File: src/rtl/core/v2c_ram.sv
// Generic single-write, single-read RAM with registered read data.
// No dependencies.
module v2c_ram #(
  parameter int unsigned Width = 16,
  parameter int unsigned Depth = 32
) (
  input  logic                     clk_i,
  input  logic                     we_i,
  input  logic [$clog2(Depth)-1:0] waddr_i,
  input  logic [Width-1:0]         wdata_i,
  input  logic [$clog2(Depth)-1:0] raddr_i,
  output logic [Width-1:0]         rdata_o
);

  logic [Width-1:0] mem_q [Depth];
  logic [Width-1:0] rdata_q;

  always_ff @(posedge clk_i) begin
    if (we_i) begin
      mem_q[waddr_i] <= wdata_i;
    end
    rdata_q <= mem_q[raddr_i];
  end

  assign rdata_o = rdata_q;

endmodule

File: config.mk
export PLATFORM = sky130hd
export DESIGN_NAME = v2c_ram
export DESIGN_NICKNAME = d
export VERILOG_FILES = /design/src/rtl/core/v2c_ram.sv
export SDC_FILE = /design/constraint.sdc
export NUM_CORES = 1
export LEC_CHECK = 0
export BUFFER_PORTS_ARGS = -buffer_cell sky130_fd_sc_hd__buf_2
export CAP_MARGIN = 10
export CORE_MARGIN = 1
export CORE_UTILIZATION = 56
export CTS_CLUSTER_DIAMETER = 80
export DETAILED_ROUTE_END_ITERATION = 8
export PLACE_DENSITY = 0.73
export SLEW_MARGIN = 5
export SYNTH_ARGS = -nofsm -noshare
export SYNTH_HDL_FRONTEND = slang
export SYNTH_SLANG_ARGS = --single-unit
File: constraint.sdc
create_clock -name clk_i -period 1.9 [get_ports clk_i]
set_input_delay 0.095 -clock clk_i [delete_from_list [all_inputs] [get_ports clk_i]]
set_output_delay 0.095 -clock clk_i [all_outputs]
set_load 0.05 [all_outputs]
==> results of run 1 <==
worst max path at each step:
stage / to / slack (ps) / cells past startpoint
final: rdata_o[5]$_DFF_P_ / 340 / 8
after global routing: rdata_o[5]$_DFF_P_ / 240 / 8
after CTS: rdata_o[5]$_DFF_P_ / 370 / 8
after detailed placement: rdata_o[5]$_DFF_P_ / 40 / 8
after global placement: rdata_o[10]$_DFF_P_ / 70 / 8
after floorplan: mem_q[12][0]$_DFFE_PP_ / 60 / 3
sequential cells by signal, summed over array words and instances (netlist names):
| register | cells |
|---|---|
| rdata_o | 16 |
| mem_q | 512 |
final cells by class:
type	instances	area share [%]
Sequential cell	528	66.7
Multi-Input combinational cell	548	18.3
Tap cell	461	2.45
Antenna cell	2	0.0213
Clock buffer	65	5.96
Timing Repair Buffer	130	5.39
Clock inverter	32	1.13
through the flow:
stage / power (uW) / hold WS (ps) / setup WS [ps] / utilization [%] / instances
5_1_grt: 25100 / 14.6 / 237 / 65.7 / 1764
2_1_floorplan: 14100 / 194 / 65.0 / - / 1143
3_5_place_dp: 14800 / 566 / 43.8 / 61.0 / 1666
4_1_cts: 24600 / 3.27 / 374 / 65.7 / 1764
6_report: 24500 / 8.88 / 336 / 65.7 / 1766
3_3_place_gp: 14800 / 568 / 71.5 / 61.0 / 1666
cells in the mapped netlist, types with 2 or more instances:
master / n / area, um2
dfxtp_1: 16 / 320
nand2b_1: 2 / 12.5
nor2_1: 33 / 124
nor2b_1: 2 / 12.5
a31oi_1: 16 / 100
nand3_1: 34 / 170
nand3b_1: 5 / 37.5
buf_6: 6 / 67.6
a22o_1: 32 / 280
buf_8: 6 / 90.1
a21oi_1: 32 / 160
edfxtp_1: 512 / 15400
clkbuf_1: 12 / 45.0
nor3_1: 16 / 80.1
buf_2: 19 / 95.1
buf_4: 19 / 143
nand4_1: 16 / 100
a22oi_1: 64 / 480
mux2i_1: 256 / 2560
buf_12: 5 / 100
or3b_2: 3 / 26.3
nand2_1: 33 / 124
power groups by stage:
stage | clock [uW] | combinational, uW | sequential (uW)
finish | 9940 | 1530 | 13000
global route | 10500 | 1610 | 13000
CTS | 10100 | 1530 | 13000
detailed placement | 0 | 1520 | 13300
global placement | 0 | 1500 | 13300
floorplan | 0 | 727 | 13400
kinds of logic (layout without fill, tap and decap cells):
kind of cell / Yosys count / after routing / share of synthesized area (%)
mux: 256 / 256 / 12.5
flops: 528 / 528 / 76.4
other cells: 0 / 2 / 0
simple gates: 148 / 148 / 3.49
buf+inv: 67 / 227 / 2.63
compound gates: 144 / 144 / 4.97
routing by layer:
metal,GRT usage [%],share of wire (%)
met2,41.3,49
met3,5.67,9.3
met5,0,0.021
met4,7.50,2.1
met1,34.4,40
worst reg2reg max path: cells and delay by family, from the launching register on:
| family | cells | cell delay (ps) |
|---|---|---|
| AOI/OAI and AO/OA | 2 | 410 |
| muxes | 1 | 160 |
| DFF | 1 | 370 |
| and+or+nand+nor | 2 | 250 |
| buffers and inverters | 1 | 150 |
repair_timing:
| action | in CTS | in global routing |
|---|---|---|
| hold buffers | 1 | 0 |
| endpoints found under the setup margin | 0 | 0 |
| setup buffers | 0 | 0 |
| resized for setup | 0 | 0 |
| endpoints found under the hold margin | 1 | 0 |
==> impl_results.md, run 1 <==
- Wire per inst: around 27 um
- I/O Buffers: between 40 and 50
- Final Max Slew Viols: 0
- Total Routing Usage GR: between 20 and 30%
- Worst path slowest cell: dlygate4sd3_1
- Via density: around 6.1
- Die Y: just under 200 um
- Number of synthesized flops with an enable pin: 512
- Syn Nets: between 1000 and 1500
- Crit path cell chain: dlygate4sd3_1, buf_2, or2_1, buf_12, nor3_1, a31oi_1, buf_4, nand3_1
- TritonRoute pass-1 iters: 7
- Detail Route Antenna Nets: 0
- Final GP Congestion: slightly above 0.8
- Slew headroom: 45.5%
- Layout net count: around 1300
- Residual DRC count: 7
- Die width: a little under 200 um
- RR Endpoint: rdata_o[15]$_DFF_P_
- Outcome: complete, but fails checks
- Starting Density: a little under three fifths
- HP Class: primary input to register
- F_max: ~640 MHz
- Worst-Margin Slew: around 800 ps
- Sequential share of power: about 53%
- WP buf/inv: 4
- Most common cell after layout, fill and taps aside: edfxtp_1
- Via count: 10850
- DR iter-0 viols: roughly 1200
- Lkg Pwr: 0.00835 uW
- Vias in the first global route: roughly 11000
- Number of clock buffers inserted by TritonCTS: 52
- Post-Syn Area: approximately 0.021 mm2
- Post-route cell area: approximately 0.024 mm2
- CTS tree: done
- Clock sink total: 528
- FF+latch area: 0.0157 mm2
- Fin crit period: 1560 ps
- HPWL Detailed: around 28000 um
- Mapped Cells: 1143
- Setup Total Neg Slack: 0 ps
- Final Skew: roughly 20 ps
- Hold EP: mem_q[20][10]$_DFFE_PP_
- P_int: between 15000 and 20000 uW
- Hold wc startpoint: wdata_i[10]
- Pin count of the biggest net entering global routing: 42
- Crit end category: register
- Worst-path maximum fanout: 16
- Root Driver: clkbuf_16
- Hold path depth: 1
- CP Launch Point: raddr_i[4]
- Ys Warns: 0
- # rows: approximately 70
- Worst reg-to-reg setup slack: 410 ps
- Worst setup path class: primary input to register
- Flops & latches, synth: around 530
- CP required: approximately 2400 ps
- Final hold violation count: 0
- Placed Area: 0.0218 mm2
- Share of cells above drive strength 1: approximately 16%
- Ys flop type: edfxtp_1
- I/O pin count: 44
- Max incr delay on CP: approximately 530 ps
- Antenna violations before repair: 3
- Net Sw Power: between 5000 and 6000 uW
- Net Sw Frac: a little over a fifth
- Tcrit/Tclk final: about 82%
- Clk_lat worst skew: roughly 580 ps
- Reg-to-reg critical path startpoint: mem_q[5][15]$_DFFE_PP_
- Cell variety after synth: 26
- Maxcap violations: 0
- Startpoint types: primary input
- Fraction of registers with async set or reset after synthesis: 0%
- Placeable Area: ~0.036 mm2
- Crit path max-delay family: buffers and inverters
- Clk slew on worst S/H paths: ~60 ps
- Syn avg cell area: between 15 and 20 um2
- Fill cell total of the finished layout: 2375
- Layout area overhead: 14.6%
- Post-synthesis sequential area ratio: roughly three quarters
- Multi-input logic area: 0.00432 mm2
- Final WL: 46900 um
- First-pass GRT wire length: between 60000 and 70000 um
- Die ar.: approximately 0.037 mm2
- Critical Path AT: 2080 ps
- H-tree levels: 2
- Total grt overflow: 0
- RSZ-0062 raised after global routing: no
- Count of final setup violators: 0
- R2R depth: 6
- CTS Buffer Depth: 3
- Pwr/cell area: approximately 1000 mW/mm2
- Failing checks: design-rule violations
- Most frequent cells in the layout: edfxtp_1 (512), mux2i_1 (256), a22oi_1 (64), buf_4 (55), clkbuf_16 (53)
- Power share of the combinational group: 6.2%
- Peak supply drop: 766 uV
- Clock share of power: slightly above 40%
Power figures use the tool's default switching activity.
==> run 2, diff against run 1 <==
--- a/config.mk
+++ b/config.mk
@@ -5,13 +5,14 @@
 export SDC_FILE = /design/constraint.sdc
 export NUM_CORES = 1
 export LEC_CHECK = 0
+export ABC_AREA = 1
 export BUFFER_PORTS_ARGS = -buffer_cell sky130_fd_sc_hd__buf_2
 export CAP_MARGIN = 10
 export CORE_MARGIN = 1
-export CORE_UTILIZATION = 56
+export CORE_UTILIZATION = 60
 export CTS_CLUSTER_DIAMETER = 80
 export DETAILED_ROUTE_END_ITERATION = 8
-export PLACE_DENSITY = 0.73
+export PLACE_DENSITY = 0.75
 export SLEW_MARGIN = 5
 export SYNTH_ARGS = -nofsm -noshare
 export SYNTH_HDL_FRONTEND = slang
==> constraint.sdc (replaced) <==
create_clock -name clk_i -period 1.5 [get_ports clk_i]
set_input_delay 0.075 -clock clk_i [delete_from_list [all_inputs] [get_ports clk_i]]
set_output_delay 0.075 -clock clk_i [all_outputs]
set_load 0.05 [all_outputs]
==> run 2 against run 1 <==
  * The flow now finishes without violations
  * Sequential share of layout area decreased by 2.1 points
  * Clock power increased by 31%
  * Design area increased by 3.3%
  * Total power increased by 30%
  * Non-clock buffer count increased by 14
  * Critical path depth decreased by 7
  * Clock skew decreased by 9.0 ps
  * Register-to-register slack got worse by 180 ps
  * Synthesized cell count increased by 57%
  * Utilization increased by 4.3 points
  * Global-route usage increased by 5.0 points
==> impl_results.md, run 2 <==
- Die width: 190 um (-1.6%)
- Top cells by count, synth: nand2_1 (720), edfxtp_1 (512), nand3_1 (396)
- DR iter-0 viols: 1862 (+55%)
- Residual DRC count: 0 (-7)
- Final GP Congestion: 0.883 (+7.6%)
- Worst-path maximum fanout: 1 (-15)
- Synth area leaders: edfxtp_1 (72%), nand2_1 (13%), nand3_1 (9.3%)
- Compound-gate portion of the synthesized area: 0% (-5.0 points)
- Post-Syn Area: 0.0213 mm2 (+3.7%)
- Post-synthesis simple-gate area fraction: 22.6% (+19 points)
- Antenna violations before repair: 1 (-2)
- Hold path depth: 1 (unchanged)
- Placeable Area: 0.0347 mm2 (-3.1%)
- CTS tree: done
- Crit end category: primary output
- HPWL Detailed: 31200 um (+10%)
- Slew headroom: 51.5% (+6.1 points)
- Most frequent cells in the layout: nand2_1 (720), edfxtp_1 (512), nand3_1 (396), buf_4 (60), clkbuf_16 (53)
- Post-synthesis sequential area ratio: 73.7% (-2.7 points)
- Max incr delay on CP: 490 ps (-40 ps)
- Sequential share of power: 51.9% (-1.3 points)
- Final hold violation count: 0 (unchanged)
- Clock share of power: 41.0% (+0.4 points)
- Worst reg-to-reg setup slack: 230 ps (-180 ps)
- HP Class: primary input to register
- Final Max Slew Viols: 0 (unchanged)
- Clock sink total: 528 (unchanged)
- TritonRoute pass-1 iters: 6 (-1)
- Final Skew: 10.8 ps (-8.98 ps)
- CTS Buffer Depth: 3 (unchanged)
- Syn Nets: 1822 (+56%)
- Pwr/cell area: 1310 mW/mm2 (+26%)
- Synth Area in XOR/XNOR: 0% (unchanged)
- Hold EP: mem_q[12][10]$_DFFE_PP_
- Count leader, synth: nand2_1
- R2R depth: 8 (+2)
- Clk slew on worst S/H paths: 60 ps (about the same)
- Total grt overflow: 0 (unchanged)
- Top-area cell type share of the netlist area: 72.2% (-2.7 points)
- Syn avg cell area: 11.9 um2 (-34%)
- Number of clock buffers inserted by TritonCTS: 51 (-1.9%)
- Startpoint types: register
- Detail Route Antenna Nets: 0 (unchanged)
- Net Sw Frac: 22.3% (+0.76 points)
- Total Routing Usage GR: 30.3% (+5.0 points)
- Number of synthesized flops with an enable pin: 512 (unchanged)
- Net Sw Power: 7090 uW (+34%)
- Number of cells upsized or downsized after cts: 0 (unchanged)
- Biggest area consumer among synthesized cells: edfxtp_1
- Count of final setup violators: 0 (unchanged)
- Layout net count: 1911 (+48%)
- Peak supply drop: 1230 uV (+60%)
- Vias in the first global route: 13654 (+28%)
- Starting Density: 61.4% (+4.0 points)
- Placed Area: 0.0226 mm2 (+3.3%)
- Reg-to-reg critical path startpoint: mem_q[29][7]$_DFFE_PP_
- WP buf/inv: 1 (-3)
- Clk_lat worst skew: 580 ps (about the same)
- Mux cell area share after synthesis: 0% (-12 points)
- Lkg Pwr: 0.00911 uW (+9.1%)
- FF+latch area: 0.0157 mm2 (unchanged)
- Largest register FFs: 512 (unchanged)
- Via count: 14180 (+31%)
- Reg with most FFs: mem_q
- CTS Hold Bufs: 3 (+2)
- Die ar.: 0.0363 mm2 (-3.2%)
- Ys flop type: edfxtp_1
- Crit path max-delay family: flip-flops
- Power share of the combinational group: 7.1% (+0.9 points)
- Most common cell after layout, fill and taps aside: nand2_1
- # rows: 68 (-1.4%)
- Worst setup path class: register to primary output
- Flops & latches, synth: 528 (unchanged)
- H-tree levels: 2 (unchanged)
- RR Endpoint: rdata_o[7]$_DFF_P_
- Fill cell total of the finished layout: 2311 (-2.7%)
- Maxcap violations: 0 (unchanged)
- Outcome: completed
- Placed cells: 2282 (+37%)
- F_max: ~680 MHz
- Cell variety after synth: 15 (-42%)
- Wire per inst: 22.4 um (-16%)
- Layout area overhead: 14.1%
- Mapped Cells: 1794 (+57%)
- Multi-input logic area: 0.00480 mm2 (+11%)
- Ys Warns: 0 (unchanged)
- Tcrit/Tclk final: between 90% and 100%
- Levels on crit path: 1 (-7)
- CP required: 1420 ps (-990 ps)
- Fin crit period: between 1000 and 1500 ps
- I/O Buffers: 43 (unchanged)
- Largest family of logic cells by synthesized area: simple AND/OR/NAND/NOR gates
- Via density: 5.96 (-3.1%)
- Final WL: 53400 um (+14%)
- Crit path cell chain: buf_2
- Pin count of the biggest net entering global routing: 86 (+100%)
- Worst-Margin Slew: 727 ps (-91.3 ps)
- Share of cells above drive strength 1: 11.3% (-5.0 points)
- Root Driver: clkbuf_16
- Post-Synth Adder-Cell Area: 0% (unchanged)
- Critical Path AT: 1400 ps (-680 ps)
- Worst path slowest cell: dfxtp_1
- First-pass GRT wire length: 80600 um (+17%)
- Setup bufs post-CTS: 0 (unchanged)
- RSZ-0062 raised after global routing: no
- Die Y: 190 um (-1.6%)
- Hold wc startpoint: wdata_i[10]
- Final Non-Filler Cells: 2381 (+35%)
- P_int: 24700 uW (+28%)
- I/O pin count: 44 (unchanged)
- Fraction of registers with async set or reset after synthesis: 0% (unchanged)
- Post-route cell area: 0.0243 mm2 (+3.3%)
-- run 2: changes by cell type after synthesis, moves of 8 or more --
cell     before  now
nand2_1      33  720
nand3_1      34  396
mux2i_1     256    0
a22oi_1      64    0
a21oi_1      32    0
a22o_1       32    0
buf_6         6   24
a31oi_1      16    0
nand4_1      16    0
nor3_1       16    0
buf_2        19   33
buf_4        19   28
inv_1         0    8
-- run 2: logic make-up (layout without fill, tap and decap cells) --
group,Yosys count,after routing
AND/OR/NAND/NOR,1148,1148
flip-flops,528,528
buffers and inverters,118,249
other,0,1
-- run 2: power by group through the flow --
stage	Clock [uW]	Sequential [uW]	Combinational, uW
final	13000	16500	2250
after global routing	13700	16500	2430
after CTS	13100	16500	2230
after detailed placement	0	16800	2210
after global placement	0	16800	2150
after floorplan	0	16900	1140
-- run 2: worst max path at each step --
| stage | to | from | slack (ps) |
|---|---|---|---|
| after CTS | rdata_o[0] | rdata_o[0]$_DFF_P_ | 30 |
| after detailed placement | rdata_o[5]$_DFF_P_ | raddr_i[0] | -20 |
| final | rdata_o[0] | rdata_o[0]$_DFF_P_ | 20 |
| after floorplan | mem_q[8][0]$_DFFE_PP_ | waddr_i[0] | 40 |
| after global placement | rdata_o[5]$_DFF_P_ | raddr_i[0] | 10 |
| after global routing | rdata_o[0] | rdata_o[0]$_DFF_P_ | 40 |
-- run 2: layout make-up --
type / count / area share, %
clock buffers: 71 / 5.86
diodes: 1 / 0.0103
flip-flops and latches: 528 / 64.6
repair buffers: 144 / 6.09
inverters: 10 / 0.185
clock inverters: 24 / 1.13
multi-input cells: 1148 / 19.8
well taps: 455 / 2.34
-- run 2: metrics by stage --
| stage | setup slack, ps | hold slack (ps) | power, uW | utilization [%] | TNS (ps) |
|---|---|---|---|---|---|
| 6_report | 24.8 | 66.1 | 31800 | 70.0 | 0 |
| 5_1_grt | 41.2 | 67.1 | 32600 | 70.0 | 0 |
| 4_1_cts | 33.3 | 52.9 | 31800 | 70.0 | 0 |
| 3_5_place_dp | -23.0 | 539 | 19000 | 65.0 | -46.7 |
| 3_3_place_gp | 14.5 | 534 | 18900 | 65.0 | 0 |
| 2_1_floorplan | 42.2 | 174 | 18100 | - | 0 |
-- run 2: routing by layer --
layer  GRT usage, %  up-vias  share of wire [%]
met5              0        -                  0
met1           42.8     6801                 39
met4           11.4        0                3.2
li1               -     6426                  -
met3           6.26      106                 11
met2           46.8      847                 47
