==> config.mk <==
export PLATFORM = sky130hd
export DESIGN_NAME = v2c_mac
export DESIGN_NICKNAME = d
export VERILOG_FILES = /design/src/rtl/core/v2c_pkg.sv /design/src/rtl/core/v2c_mac.sv
export SDC_FILE = /design/constraint.sdc
export NUM_CORES = 1
export LEC_CHECK = 0
export ABC_AREA = 0
export BUFFER_PORTS_ARGS = -buffer_cell sky130_fd_sc_hd__buf_2
export CAP_MARGIN = 5
export CORE_MARGIN = 5
export CORE_UTILIZATION = 50
export CTS_CLUSTER_SIZE = 10
export DETAILED_ROUTE_END_ITERATION = 7
export PLACE_DENSITY = 0.67
export SYNTH_ARGS = -nofsm -noshare
export SYNTH_HDL_FRONTEND = slang
export SYNTH_SLANG_ARGS = --single-unit
==> constraint.sdc <==
create_clock -name clk_i -period 6.21 [get_ports clk_i]
set_input_delay 0.621 -clock clk_i [delete_from_list [all_inputs] [get_ports clk_i]]
set_output_delay 0.621 -clock clk_i [all_outputs]
set_load 0.01 [all_outputs]
==> src/rtl/core/v2c_pkg.sv <==
// Shared constants, types and helper functions of the 2-D correlation block.
// Depends on nothing; the interfaces, the MAC, the top level and the checker import it.
package v2c_pkg;

  localparam int unsigned MAX_K       = 5;
  localparam int unsigned MAX_WIDTH   = 256;
  localparam int unsigned SAMPLE_BITS = 16;
  localparam int unsigned MAX_HEIGHT  = 256;

  localparam int unsigned SumW     = 40;
  localparam int unsigned ProdW    = 2 * SAMPLE_BITS;
  localparam int unsigned OutIdxW  = 8;
  localparam int unsigned WidthW   = $clog2(MAX_WIDTH + 1);
  localparam int unsigned HeightW  = $clog2(MAX_HEIGHT + 1);
  localparam int unsigned ColW     = $clog2(MAX_WIDTH);
  localparam int unsigned RowW     = $clog2(MAX_HEIGHT);
  localparam int unsigned KDimW    = 3;
  localparam int unsigned KTaps    = MAX_K * MAX_K;
  localparam int unsigned KIdxW    = (KTaps > 1) ? $clog2(KTaps + 1) : 1;
  localparam int unsigned SlotW    = (MAX_K > 1) ? $clog2(MAX_K) : 1;
  localparam int unsigned WrapW    = $clog2(2 * MAX_K + 1);
  localparam int unsigned LineDepth = MAX_K * MAX_WIDTH;
  localparam int unsigned LineAddrW = $clog2(LineDepth);
  localparam int unsigned KAddrW    = (KTaps > 1) ? $clog2(KTaps) : 1;
  localparam int unsigned CfgIdxW   = 2;
  localparam int unsigned CfgDataW  = (WidthW > HeightW) ? WidthW : HeightW;

  typedef enum logic {
    CmdKernel = 1'b0,
    CmdSample = 1'b1
  } cmd_e;

  typedef enum logic [CfgIdxW-1:0] {
    RegWidth  = 2'd0,
    RegHeight = 2'd1,
    RegKRows  = 2'd2,
    RegKCols  = 2'd3
  } reg_idx_e;

  // Control of the shared multiply-accumulate unit.
  typedef struct packed {
    logic clear;
    logic valid;
  } mac_ctrl_t;

  function automatic logic [WidthW-1:0] clamp_width(logic [CfgDataW-1:0] v);
    logic [WidthW-1:0] r;
    if (v[WidthW-1:0] == '0) begin
      r = WidthW'(1);
    end else if (v[WidthW-1:0] > WidthW'(MAX_WIDTH)) begin
      r = WidthW'(MAX_WIDTH);
    end else begin
      r = v[WidthW-1:0];
    end
    return r;
  endfunction

  function automatic logic [HeightW-1:0] clamp_height(logic [CfgDataW-1:0] v);
    logic [HeightW-1:0] r;
    if (v[HeightW-1:0] == '0) begin
      r = HeightW'(1);
    end else if (v[HeightW-1:0] > HeightW'(MAX_HEIGHT)) begin
      r = HeightW'(MAX_HEIGHT);
    end else begin
      r = v[HeightW-1:0];
    end
    return r;
  endfunction

  function automatic logic [KDimW-1:0] clamp_kdim(logic [CfgDataW-1:0] v);
    logic [KDimW-1:0] r;
    if (v[KDimW-1:0] == '0) begin
      r = KDimW'(1);
    end else if (v[KDimW-1:0] > KDimW'(MAX_K)) begin
      r = KDimW'(MAX_K);
    end else begin
      r = v[KDimW-1:0];
    end
    return r;
  endfunction

  // Line store address: one row of MAX_WIDTH entries per slot.
  function automatic logic [LineAddrW-1:0] line_addr(logic [SlotW-1:0] slot,
                                                     logic [ColW-1:0] col);
    return LineAddrW'(slot) * LineAddrW'(MAX_WIDTH) + LineAddrW'(col);
  endfunction

endpackage

==> src/rtl/core/v2c_mac.sv <==
// Shared multiply-accumulate unit: registered product, then accumulate.
// Depends on v2c_pkg.
module v2c_mac import v2c_pkg::*; (
  input  logic                          clk_i,
  input  logic                          rst_ni,
  input  mac_ctrl_t                     ctrl_i,
  input  logic signed [SAMPLE_BITS-1:0] a_i,
  input  logic signed [SAMPLE_BITS-1:0] b_i,
  output logic signed [SumW-1:0]        acc_o,
  output logic                          busy_o
);

  logic signed [ProdW-1:0] prod_q;
  logic                    pv_q;
  logic signed [SumW-1:0]  acc_q;

  always_ff @(posedge clk_i or negedge rst_ni) begin
    if (!rst_ni) begin
      pv_q <= 1'b0;
    end else begin
      pv_q <= ctrl_i.valid;
    end
  end

  always_ff @(posedge clk_i) begin
    prod_q <= a_i * b_i;
    if (ctrl_i.clear) begin
      acc_q <= '0;
    end else if (pv_q) begin
      acc_q <= acc_q + {{(SumW-ProdW){prod_q[ProdW-1]}}, prod_q};
    end
  end

  assign acc_o  = acc_q;
  assign busy_o = pv_q;

endmodule

==> reports/results.tsv, run 1 <==
stage	metric	value	unit
sta	Hold Violations, Final	0	
cells_and_area	layout cell share with drive strength beyond 1	11.0	%
sta	Final Max Slew Viols	0	
critical_path	slowest stage delay, CP	0.59	ns
global_routing	largest net degree at the start of global routing	55	
clock_network	CTS Hold Bufs	0	
clock_network	clk slew on worst S/H paths	0.06	ns
critical_path	R2R cell count	12	
global_routing	Overflow after GRT	0	
critical_path	crit-path most repeated cell	fa_1	
clock_network	Post-CTS Setup Inserts	0	
global_routing	initial antenna violation count	0	
cells_and_area	Multi-input gate area	11200	um^2
critical_path	Max stage delay cell, worst path	fa_1	
logic_synthesis	yosys warns	0	
critical_path	Crit path arrival time	6.09	ns
clock_network	TritonCTS Buffers	9	
critical_path	CP endpoint kind	flip-flop	
global_routing	Total GRT Usage	21.2	%
logic_synthesis	cell area after synthesis	14000	um^2
critical_path	RR Endpoint	acc_o[38]	
cells_and_area	area occupied by registers	1470	um^2
global_routing	global-route wire length before repair	55.2	mm
sta	final setup violation count	0	
detailed_routing	WL/cell	15.4	um
job	number of max-cap violations	0	
detailed_routing	routed via count	10629	
cells_and_area	ANT cells	0	
critical_path	critical path class	input pin to flip-flop	
cells_and_area	NumNets Final	2090	
detailed_routing	Vias/cell	5.18	
logic_synthesis	Mapped Avg Cell Area	8.99	um^2
critical_path	Worst R2R Setup Slack	2.91	ns
sta	Highest Clock Rate	170	MHz
die	initial core utilization	50.6	%
sta	period utilization	94.6	%
die	cell row count	61	
sta	Rel. slew slack	21.9	%
critical_path	CP Data Required Time	6.42	ns
critical_path	CP cell instances	buf_2, buf_4, nand2_1, fa_1, inv_1, fa_1, fa_1, fa_1, fa_1, inv_1, fa_1, inv_1, ha_1, a21oi_1, o21ai_0, a211oi_1, o21ai_1, a221oi_2, nand2_1, a31oi_2, o21ai_0, xor2_1	
placed_design	# port buffers	76	
critical_path	Worst setup SP type	input pin	
placed_design	gpl congestion	0.894	
critical_path	crit path max fanout	7	
sta	Clock Skew	0.00928	ns
logic_synthesis	Syn Nets	1979	
logic_synthesis	synth unique cells	64	
die	DIE WIDTH	177	um
cells_and_area	most frequent cells in the layout	inv_1, fa_1, nand2_1	
cells_and_area	Non-Filler Instances	2053	
logic_synthesis	post-synthesis sequential area ratio	10.5	%
detailed_routing	starting DRC count in detailed routing	484	
sta	Slew @ Worst Pin	1.17	ns
logic_synthesis	Post-synth EDFFs	0	
cells_and_area	most common cell after layout, fill and taps aside	inv_1	
placed_design	DP HPWL	27.5	mm
clock_network	CTS tree	done	
clock_network	htree depth	3	
detailed_routing	DRC Markers	0	
die	area of the core	27700	um^2
critical_path	Crit Reg-Reg Startpoint	acc_o[0]	
critical_path	CP top delay family	adder cells	
sta	Final WS setup	0.337	ns
critical_path	Bufs and invs on worst path	5	
logic_synthesis	ys flop type	dfxtp_1	
die	die area	31500	um^2
detailed_routing	total length of routed wires	31.7	mm
placed_design	placed insts	2037	
cells_and_area	fin util	56.4	%
detailed_routing	drt first pass iters	5	
detailed_routing	Post-DRT Antenna Nets	0	
clock_network	Bufs on Longest Clock Path	2	
clock_network	clock sink count	73	
global_routing	vias in the first global route	11398	
cells_and_area	Final Cell Area	15600	um^2
worst_hold_path	Hold Crit Class	input pin to asynchronous set/reset pin	
placed_design	pre-CTS setup slack	-0.145	ns
logic_synthesis	Seq cells post-synth	73	
logic_synthesis	FFs w/ async S/R, synth	1.37	%
clock_network	Clk Tree Root Cell	clkbuf_16	
run_status	status	completed	
clock_network	clk_lat worst skew	0.34	ns
placed_design	Area after DPL	15200	um^2
cells_and_area	Fillers	2529	
die	DIE HEIGHT	177	um
cells_and_area	area delta synth->final	11.4	%
die	Ports	77	
logic_synthesis	Synth Instances	1559	
sta	min cycle time layout	5.87	ns
[how the worst max path moves through the flow]
stage	start	cells past startpoint	to	slack (ns)
2_1_floorplan	a_i[15]	20	prod_q[30]	0.09
3_3_place_gp	b_i[1]	21	prod_q[30]	-0.02
3_5_place_dp	b_i[1]	21	prod_q[30]	-0.15
4_1_cts	b_i[1]	21	prod_q[30]	0.21
5_1_grt	b_i[1]	23	prod_q[30]	-0.008
6_report	a_i[10]	22	prod_q[30]	0.34
[logic make-up (layout without fill, tap and decap cells)]
kind of cell             after synthesis  count (layout)  share of synthesized area, %
XOR/XNOR                              68              68                          4.25
adder cells (fa/ha/maj)              384             384                          48.3
AND/OR/NAND/NOR                      454             454                          16.4
flip-flops                            73              73                          10.5
buffers and inverters                354             470                          9.53
AO/OA/AOI/OAI                        199             199                          9.12
multiplexers                          27              27                          1.94
[layout make-up]
| cell class | count | area share, % |
|---|---|---|
| sequential | 73 | 9.40 |
| timing repair buffer | 153 | 6.14 |
| multi-input combinational | 1132 | 72.0 |
| clock buffer | 12 | 1.58 |
| inverter | 301 | 7.23 |
| clock inverter | 4 | 0.633 |
| tap | 378 | 3.03 |
[through the flow]
step           hold WS (ns)  TNS (ns)
2_1_floorplan         0.325         0
3_3_place_gp          0.395   -0.0225
3_5_place_dp          0.396    -0.300
4_1_cts              0.0375         0
5_1_grt              0.0318  -0.00815
6_report             0.0481         0
[what timing repair did]
action / 4_1_cts / 5_1_grt
setup endpoints to repair: 0 / 5
gates resized for setup: 0 / 6
hold endpoints to repair: 0 / 0
[state kept, by name (all words and copies together) (netlist names)]
signal	flops
acc_o	40
prod_q	32
busy_o	1
[cell usage after synthesis (15+ instances only)]
library cell / count / area, um^2
nor3_1: 15 / 75.1
and2_1: 130 / 813
nand2b_1: 18 / 113
xnor2_1: 47 / 412
ha_1: 121 / 1510
mux2i_1: 26 / 260
a21oi_1: 60 / 300
nor2_1: 79 / 297
xor2_1: 21 / 184
inv_1: 301 / 1130
dfxtp_1: 72 / 1440
o21ai_0: 47 / 235
a21o_1: 22 / 165
fa_1: 263 / 5270
nand2_1: 155 / 582
clkbuf_1: 42 / 158
[routing by layer]
layer	GRT usage (%)	up-vias	part of all wire (%)
met2	36.2	274	48
li1	-	5067	-
met5	0	-	0
met1	29.2	5250	46
met4	4.35	0	1.7
met3	2.54	38	4.4
Power of run 1 is left out: the tool's default activity adds up to more than one toggle a clock period on the data nets, which glitch-free logic cannot reach.
==> inputs of run 2 (changes only) <==
--- a/config.mk
+++ b/config.mk
@@ -6,7 +6,7 @@
 export NUM_CORES = 1
 export LEC_CHECK = 0
 export ABC_AREA = 0
-export BUFFER_PORTS_ARGS = -buffer_cell sky130_fd_sc_hd__buf_2
+export BUFFER_PORTS_ARGS = -buffer_cell sky130_fd_sc_hd__clkbuf_2
 export CAP_MARGIN = 5
 export CORE_MARGIN = 5
 export CORE_UTILIZATION = 50
==> reports/results.tsv, run 2 (synthesized netlist as in run 1, its figures left out) <==
stage	metric	value	unit	change
clock_network	CTS Hold Bufs	0		unchanged
cells_and_area	NumNets Final	2102		was 2090
worst_hold_path	Hold Crit Class	input pin to asynchronous set/reset pin		unchanged
critical_path	Worst R2R Setup Slack	2.90	ns	was 2.91 ns
global_routing	initial antenna violation count	0		unchanged
cells_and_area	layout cell share with drive strength beyond 1	11.7	%	was 11.0%
critical_path	crit path max fanout	10		was 7
critical_path	CP Data Required Time	6.42	ns	about the same
sta	Highest Clock Rate	170	MHz	about the same
sta	RSZ-0062 raised after global routing	no		
cells_and_area	most common cell after layout, fill and taps aside	inv_1		unchanged
sta	final setup violation count	0		unchanged
sta	worst hold slack	0.0484	ns	was 0.0481 ns
placed_design	# port buffers	76		unchanged
sta	setup_tns	0	ns	unchanged
sta	Slew @ Worst Pin	1.19	ns	was 1.17 ns
job	number of max-cap violations	0		unchanged
global_routing	M2 GR Usage	35.6	%	was 36.2%
detailed_routing	starting DRC count in detailed routing	467		was 484
global_routing	grt met1 use	29.0	%	was 29.2%
global_routing	vias in the first global route	11105		was 11.4k
global_routing	global-route wire length before repair	54.2	mm	was 55.2 mm
critical_path	R2R cell count	12		unchanged
critical_path	Crit Reg-Reg Startpoint	acc_o[0]		unchanged
clock_network	CTS tree	done		unchanged
critical_path	critical path class	input pin to flip-flop		unchanged
critical_path	CP endpoint kind	flip-flop		unchanged
die	initial core utilization	50.6	%	unchanged
placed_design	DP HPWL	27.4	mm	was 27.5 mm
global_routing	Most Crowded Layer GR	met2		unchanged
sta	Final Max Slew Viols	0		unchanged
global_routing	Total GRT Usage	20.8	%	was 21.2%
clock_network	htree depth	3		unchanged
detailed_routing	DRC Markers	0		unchanged
detailed_routing	Vias/cell	5.20		was 5.18
die	DIE WIDTH	177	um	unchanged
detailed_routing	drt first pass iters	5		unchanged
critical_path	RR Endpoint	acc_o[38]		unchanged
detailed_routing	routed via count	10733		was 10.6k
sta	Clock Skew	0.00856	ns	was 0.00928 ns
global_routing	largest net degree at the start of global routing	55		unchanged
global_routing	Overflow after GRT	0		unchanged
clock_network	Clk Tree Root Cell	clkbuf_16		unchanged
run_status	status	completed		unchanged
cells_and_area	ANT cells	0		unchanged
critical_path	Crit path arrival time	6.10	ns	was 6.09 ns
critical_path	Worst setup SP type	input pin		unchanged
die	die area	31500	um^2	unchanged
global_routing	met3 Use GR	2.15	%	was 2.54%
detailed_routing	Post-DRT Antenna Nets	0		unchanged
sta	Hold Violations, Final	0		unchanged
die	DIE HEIGHT	177	um	unchanged
clock_network	clock sink count	73		unchanged
die	area of the core	27700	um^2	unchanged
placed_design	gpl congestion	0.882		was 0.894
sta	min cycle time layout	5.89	ns	was 5.87 ns
die	cell row count	61		unchanged
sta	period utilization	94.8	%	was 94.6%
sta	Rel. slew slack	20.5	%	was 21.9%
clock_network	clk slew on worst S/H paths	0.06	ns	about the same
cells_and_area	most frequent cells in the layout	inv_1, fa_1, nand2_1		unchanged
clock_network	TritonCTS Buffers	9		unchanged
clock_network	clk_lat worst skew	0.33	ns	was 0.34 ns
critical_path	CP Launch Point	b_i[2]		was a_i[10]
detailed_routing	total length of routed wires	31.5	mm	was 31.7 mm
die	Ports	77		unchanged
detailed_routing	WL/cell	15.3	um	was 15.4 um
cells_and_area	Largest register FFs	40		unchanged
critical_path	worst setup path end	prod_q[30]		unchanged
clock_network	Bufs on Longest Clock Path	2		unchanged
cells_and_area	area delta synth->final	11.6	%	was 11.4%
run 2: worst min-delay path by stage:
stage / slack [ns] / startpoint / endpoint
6_report: 0.05 / rst_ni / busy_o
5_1_grt: 0.05 / rst_ni / busy_o
4_1_cts: 0.04 / rst_ni / busy_o
3_5_place_dp: 0.40 / rst_ni / busy_o
3_3_place_gp: 0.40 / rst_ni / busy_o
2_1_floorplan: 0.33 / rst_ni / busy_o
run 2: critical path, cell delays in order:
cell,delay [ns]
clkbuf_2,0.19
and2_1,0.23
fa_1,0.54
inv_1,0.06
fa_1,0.44
fa_1,0.55
inv_1,0.06
fa_1,0.49
fa_1,0.49
inv_1,0.05
fa_1,0.47
inv_1,0.04
ha_1,0.31
a21oi_1,0.15
o21ai_0,0.13
a211oi_1,0.24
o21ai_1,0.13
a221oi_2,0.34
nand2_1,0.10
a31oi_2,0.20
o21ai_0,0.13
xor2_1,0.15
run 2: metal layers:
metal  wire length (um)  share of wire [%]
met4                381                1.2
met2              15200                 48
met1              14500                 46
met5                  0                  0
met3               1360                4.3
run 2: final cells by class:
class,instances,area (um^2)
Sequential cell,73,1470
Clock inverter,6,67.6
Inverter,301,1130
Clock buffer,9,225
Multi-Input combinational cell,1132,11200
Tap cell,378,473
Fill cell,2513,12100
Timing Repair Buffer,165,1050
run 2: stage by stage:
step	setup WS (ns)	instances	instance area [um^2]	utilization, %
after floorplan	0.0914	1559	14000	-
after detailed placement	-0.149	2049	15300	55.4
final	0.320	2064	15700	56.5
after CTS	0.202	2064	15600	56.4
after global placement	-0.0396	2049	15300	55.4
after global routing	0.00961	2064	15700	56.5
run 2: timing repair:
item	in CTS	in global routing
buffers inserted	0	0
endpoints found under the setup margin	0	3
endpoints found under the hold margin	0	0
resized for setup	0	5
Power of run 2 is left out for the same reason.
==> inputs of run 3 (changes only) <==
--- a/config.mk
+++ b/config.mk
@@ -8,11 +8,13 @@
 export ABC_AREA = 0
 export BUFFER_PORTS_ARGS = -buffer_cell sky130_fd_sc_hd__clkbuf_2
 export CAP_MARGIN = 5
+export CELL_PAD_IN_SITES_DETAIL_PLACEMENT = 2
+export CELL_PAD_IN_SITES_GLOBAL_PLACEMENT = 2
 export CORE_MARGIN = 5
-export CORE_UTILIZATION = 50
+export CORE_UTILIZATION = 44
 export CTS_CLUSTER_SIZE = 10
 export DETAILED_ROUTE_END_ITERATION = 7
-export PLACE_DENSITY = 0.67
+export PLACE_DENSITY = 0.89
 export SYNTH_ARGS = -nofsm -noshare
 export SYNTH_HDL_FRONTEND = slang
 export SYNTH_SLANG_ARGS = --single-unit
==> constraint.sdc (replaced) <==
create_clock -name clk_i -period 6.21 [get_ports clk_i]
set_input_delay 1.5525 -clock clk_i [delete_from_list [all_inputs] [get_ports clk_i]]
set_output_delay 1.5525 -clock clk_i [all_outputs]
set_load 0.01 [all_outputs]
==> reports/results.tsv, run 3 <==
stage	metric	value	unit	change
run_status	status	stopped before the end		was completed
run_status	Fail Step	5_1_grt		
run_status	first error	[ERROR DPL-0033] detailed placement checks failed during check placement.		
logic_synthesis	largest area contributor in the netlist	fa_1		unchanged
logic_synthesis	Synth Area in Compound Gates	9.12	%	unchanged
clock_network	TritonCTS Buffers	9		unchanged
logic_synthesis	Synth Area in Simple Gates	16.4	%	unchanged
logic_synthesis	Post-synth EDFFs	0		unchanged
placed_design	DP HPWL	52.7	mm	was 27.4 mm
placed_design	# port buffers	76		unchanged
logic_synthesis	Adder-Cell Fraction of Synth Area	48.3	%	unchanged
logic_synthesis	synth unique cells	64		unchanged
logic_synthesis	largest family of logic cells by synthesized area	adder cells		unchanged
die	Ports	77		unchanged
logic_synthesis	post-synthesis sequential area ratio	10.5	%	unchanged
die	initial core utilization	44.5	%	was 50.6%
logic_synthesis	ys flop type	dfxtp_1		unchanged
die	DIE HEIGHT	189	um	was 177 um
logic_synthesis	cell area after synthesis	14000	um^2	unchanged
global_routing	initial antenna violation count	2		
logic_synthesis	most frequent cell after synthesis	inv_1		unchanged
clock_network	CTS Hold Bufs	0		unchanged
clock_network	clock sink count	73		unchanged
sta	Worst EP kind	sequential cell input		
logic_synthesis	post-synth top area share	37.6	%	unchanged
logic_synthesis	top cells by area, synth	fa_1, ha_1, dfxtp_1, inv_1, and2_1		unchanged
die	DIE WIDTH	189	um	was 177 um
logic_synthesis	yosys warns	0		unchanged
logic_synthesis	mux cell area share after synthesis	1.94	%	unchanged
die	cell row count	65		was 61
logic_synthesis	Synth Instances	1559		unchanged
logic_synthesis	commonest cells in the netlist	inv_1, fa_1, nand2_1		unchanged
clock_network	htree depth	3		unchanged
logic_synthesis	FFs w/ async S/R, synth	1.37	%	unchanged
placed_design	gpl congestion	0.888		was 0.882
global_routing	largest net degree at the start of global routing	55		
clock_network	Bufs on Longest Clock Path	2		unchanged
logic_synthesis	post-synthesis xor/xnor area fraction	4.25	%	unchanged
placed_design	placed insts	2130		was 2049
logic_synthesis	Seq cells post-synth	73		unchanged
sta	worst_ep grt	prod_q[27]$_DFF_P_/D		
logic_synthesis	Syn Nets	1979		unchanged
logic_synthesis	Mapped Avg Cell Area	8.99	um^2	unchanged
clock_network	Clk Tree Root Cell	clkbuf_16		unchanged
==> run 3: metrics by stage <==
stage,area [um^2],setup WS [ns],setup TNS (ns),hold WS (ns)
after floorplan,14400,-0.356,-1.70,0.498
after global placement,16100,-0.727,-9.32,0.482
after detailed placement,16100,-1.46,-20.86,0.507
after CTS,17400,-0.824,-10.36,0.534
==> run 3: kinds of logic after synthesis <==
kind of cell	count (synthesis)
AND/OR/NAND/NOR	454
adder cells (fa/ha/maj)	384
buffers and inverters	354
AO/OA/AOI/OAI	199
flip-flops	73
XOR/XNOR	68
multiplexers	27
==> run 3: timing repair <==
item,CTS
setup endpoints to repair,21
gates resized for setup,200
buffers inserted,32
gates cloned,1
pin swaps,87
==> inputs of run 4 (changes only) <==
--- a/config.mk
+++ b/config.mk
@@ -8,13 +8,10 @@
 export ABC_AREA = 0
 export BUFFER_PORTS_ARGS = -buffer_cell sky130_fd_sc_hd__clkbuf_2
 export CAP_MARGIN = 5
-export CELL_PAD_IN_SITES_DETAIL_PLACEMENT = 2
-export CELL_PAD_IN_SITES_GLOBAL_PLACEMENT = 2
 export CORE_MARGIN = 5
-export CORE_UTILIZATION = 44
-export CTS_CLUSTER_SIZE = 10
+export CORE_UTILIZATION = 35
 export DETAILED_ROUTE_END_ITERATION = 7
-export PLACE_DENSITY = 0.89
+export PLACE_DENSITY_LB_ADDON = 0.15
 export SYNTH_ARGS = -nofsm -noshare
 export SYNTH_HDL_FRONTEND = slang
 export SYNTH_SLANG_ARGS = --single-unit
==> reports/results.tsv, run 4 (synthesized netlist as in run 1, its figures left out) <==
stage	metric	value	unit	change
cells_and_area	most frequent cells in the layout	inv_1, fa_1, buf_4		
critical_path	Max stage delay cell, worst path	fa_2		
sta	Final Max Slew Viols	0		
global_routing	largest net degree at the start of global routing	55		
die	area of the core	39600	um^2	
critical_path	CP cell instances	clkbuf_16, nand2_4, inv_2, fa_2, buf_6, fa_1, fa_1, fa_1, fa_1, inv_1, fa_1, inv_2, ha_4, a21oi_2, o21ai_2, a211oi_2, o21ai_2, a221oi_2, nand2_1, a31oi_2, o21ai_1, xor2_1		
critical_path	CP endpoint kind	flip-flop		
global_routing	global-route wire length before repair	59.2	mm	
cells_and_area	Non-Filler Instances	2314		
sta	Final WS setup	-0.279	ns	
critical_path	crit-path most repeated cell	fa_1		
cells_and_area	layout cell share with drive strength beyond 1	23.8	%	
placed_design	gpl congestion	0.844		was 0.888
detailed_routing	Vias/cell	4.61		
placed_design	DP HPWL	29.9	mm	was 52.7 mm
critical_path	crit path max fanout	6		
clock_network	htree depth	3		unchanged
cells_and_area	area occupied by registers	1470	um^2	
global_routing	Overflow after GRT	0		
cells_and_area	ANT cells	0		
sta	period utilization	104	%	
cells_and_area	Final Cell Area	17500	um^2	
cells_and_area	Multi-input gate area	11800	um^2	
clock_network	clk slew on worst S/H paths	0.05	ns	
sta	Hold Violations, Final	0		
die	Ports	77		unchanged
clock_network	Bufs on Longest Clock Path	2		unchanged
cells_and_area	Fillers	3924		
die	die area	44200	um^2	
placed_design	placed insts	2264		was 2130
clock_network	TritonCTS Buffers	9		unchanged
sta	worst hold slack	0.496	ns	
critical_path	critical path class	input pin to flip-flop		
sta	RSZ-0062 raised after global routing	yes		
detailed_routing	drt first pass iters	4		
run_status	violated checks	setup timing		
sta	Highest Clock Rate	154	MHz	
die	DIE WIDTH	210	um	was 189 um
clock_network	CTS tree	done		
detailed_routing	DRC Markers	0		
cells_and_area	fin util	44.3	%	
detailed_routing	routed via count	10663		
clock_network	clock sink count	73		unchanged
cells_and_area	most common cell after layout, fill and taps aside	inv_1		
die	initial core utilization	35.4	%	was 44.5%
placed_design	# port buffers	76		unchanged
die	DIE HEIGHT	210	um	was 189 um
cells_and_area	Largest register FFs	40		
sta	Clock Skew	0.00882	ns	
global_routing	vias in the first global route	11480		
global_routing	met3 Use GR	1.01	%	
sta	Rel. slew slack	54.2	%	
critical_path	CP Data Required Time	6.42	ns	
critical_path	Worst setup SP type	input pin		
global_routing	M2 GR Usage	25.2	%	
clock_network	Clk Tree Root Cell	clkbuf_16		unchanged
global_routing	Total GRT Usage	16.1	%	
sta	Slew @ Worst Pin	0.686	ns	
placed_design	Area after DPL	16300	um^2	was 16100 um^2
global_routing	initial antenna violation count	0		
sta	final setup violation count	17		
clock_network	clk_lat worst skew	0.33	ns	
cells_and_area	NumNets Final	2204		
die	cell row count	73		was 65
detailed_routing	starting DRC count in detailed routing	303		
cells_and_area	area delta synth->final	25.1	%	
global_routing	grt met1 use	24.7	%	
global_routing	Most Crowded Layer GR	met2		
detailed_routing	total length of routed wires	34.5	mm	
clock_network	CTS Hold Bufs	0		unchanged
sta	min cycle time layout	6.49	ns	
detailed_routing	Post-DRT Antenna Nets	0		
detailed_routing	WL/cell	14.9	um	
critical_path	Crit path arrival time	6.70	ns	
worst_hold_path	Hold Crit Class	flip-flop to flip-flop		
run_status	status	finished, violations left		was stopped before the end
job	number of max-cap violations	0		
critical_path	slowest stage delay, CP	0.61	ns	
## run 4: stage by stage
step / TNS, ns / setup WS [ns]
4_1_cts: -2.41 / -0.314
2_1_floorplan: -1.70 / -0.356
3_3_place_gp: -10.21 / -0.772
6_report: -2.17 / -0.279
5_1_grt: -5.87 / -0.516
3_5_place_dp: -11.11 / -0.825
## run 4: layout make-up
class,instances,area share [%]
Clock buffer,14,1.50
Clock inverter,2,0.0713
Inverter,301,6.45
Multi-Input combinational cell,1132,67.4
Sequential cell,73,8.36
Tap cell,525,3.74
Timing Repair Buffer,267,12.5
## run 4: worst max-delay path, delay by kind of cell
| kind | cells | cell delay (ns) |
|---|---|---|
| buffers and inverters | 5 | 0.39 |
| xor gates and xnor gates | 1 | 0.17 |
| and+or+nand+nor | 2 | 0.18 |
| adders and majority gates | 7 | 3.27 |
| AOI/OAI and AO/OA | 7 | 1.14 |
## run 4: worst paths after layout
check	cells past startpoint	endpoint	from	slack, ns
worst max-delay path	22	prod_q[30]	a_i[15]	-0.28
min in group asynchronous	1	busy_o	rst_ni	0.98
worst min register to register	2	acc_o[17]	acc_o[17]	0.50
max in group asynchronous	1	busy_o	rst_ni	5.13
worst min-delay path	2	acc_o[17]	acc_o[17]	0.50
worst max register to register	12	acc_o[38]	acc_o[0]	2.95
## run 4: layer usage
layer	vias to the layer above	routed length [um]
met2	145	15200
met5	-	0
met1	5178	17900
met3	31	842
li1	5309	-
met4	0	542
## run 4: timing repair
| action | CTS | global route |
|---|---|---|
| endpoints found under the setup margin | 18 | 20 |
| setup buffers | 24 | 11 |
| pin swaps | 80 | 45 |
| resized for setup | 119 | 81 |
Power of run 4 is left out for the same reason.
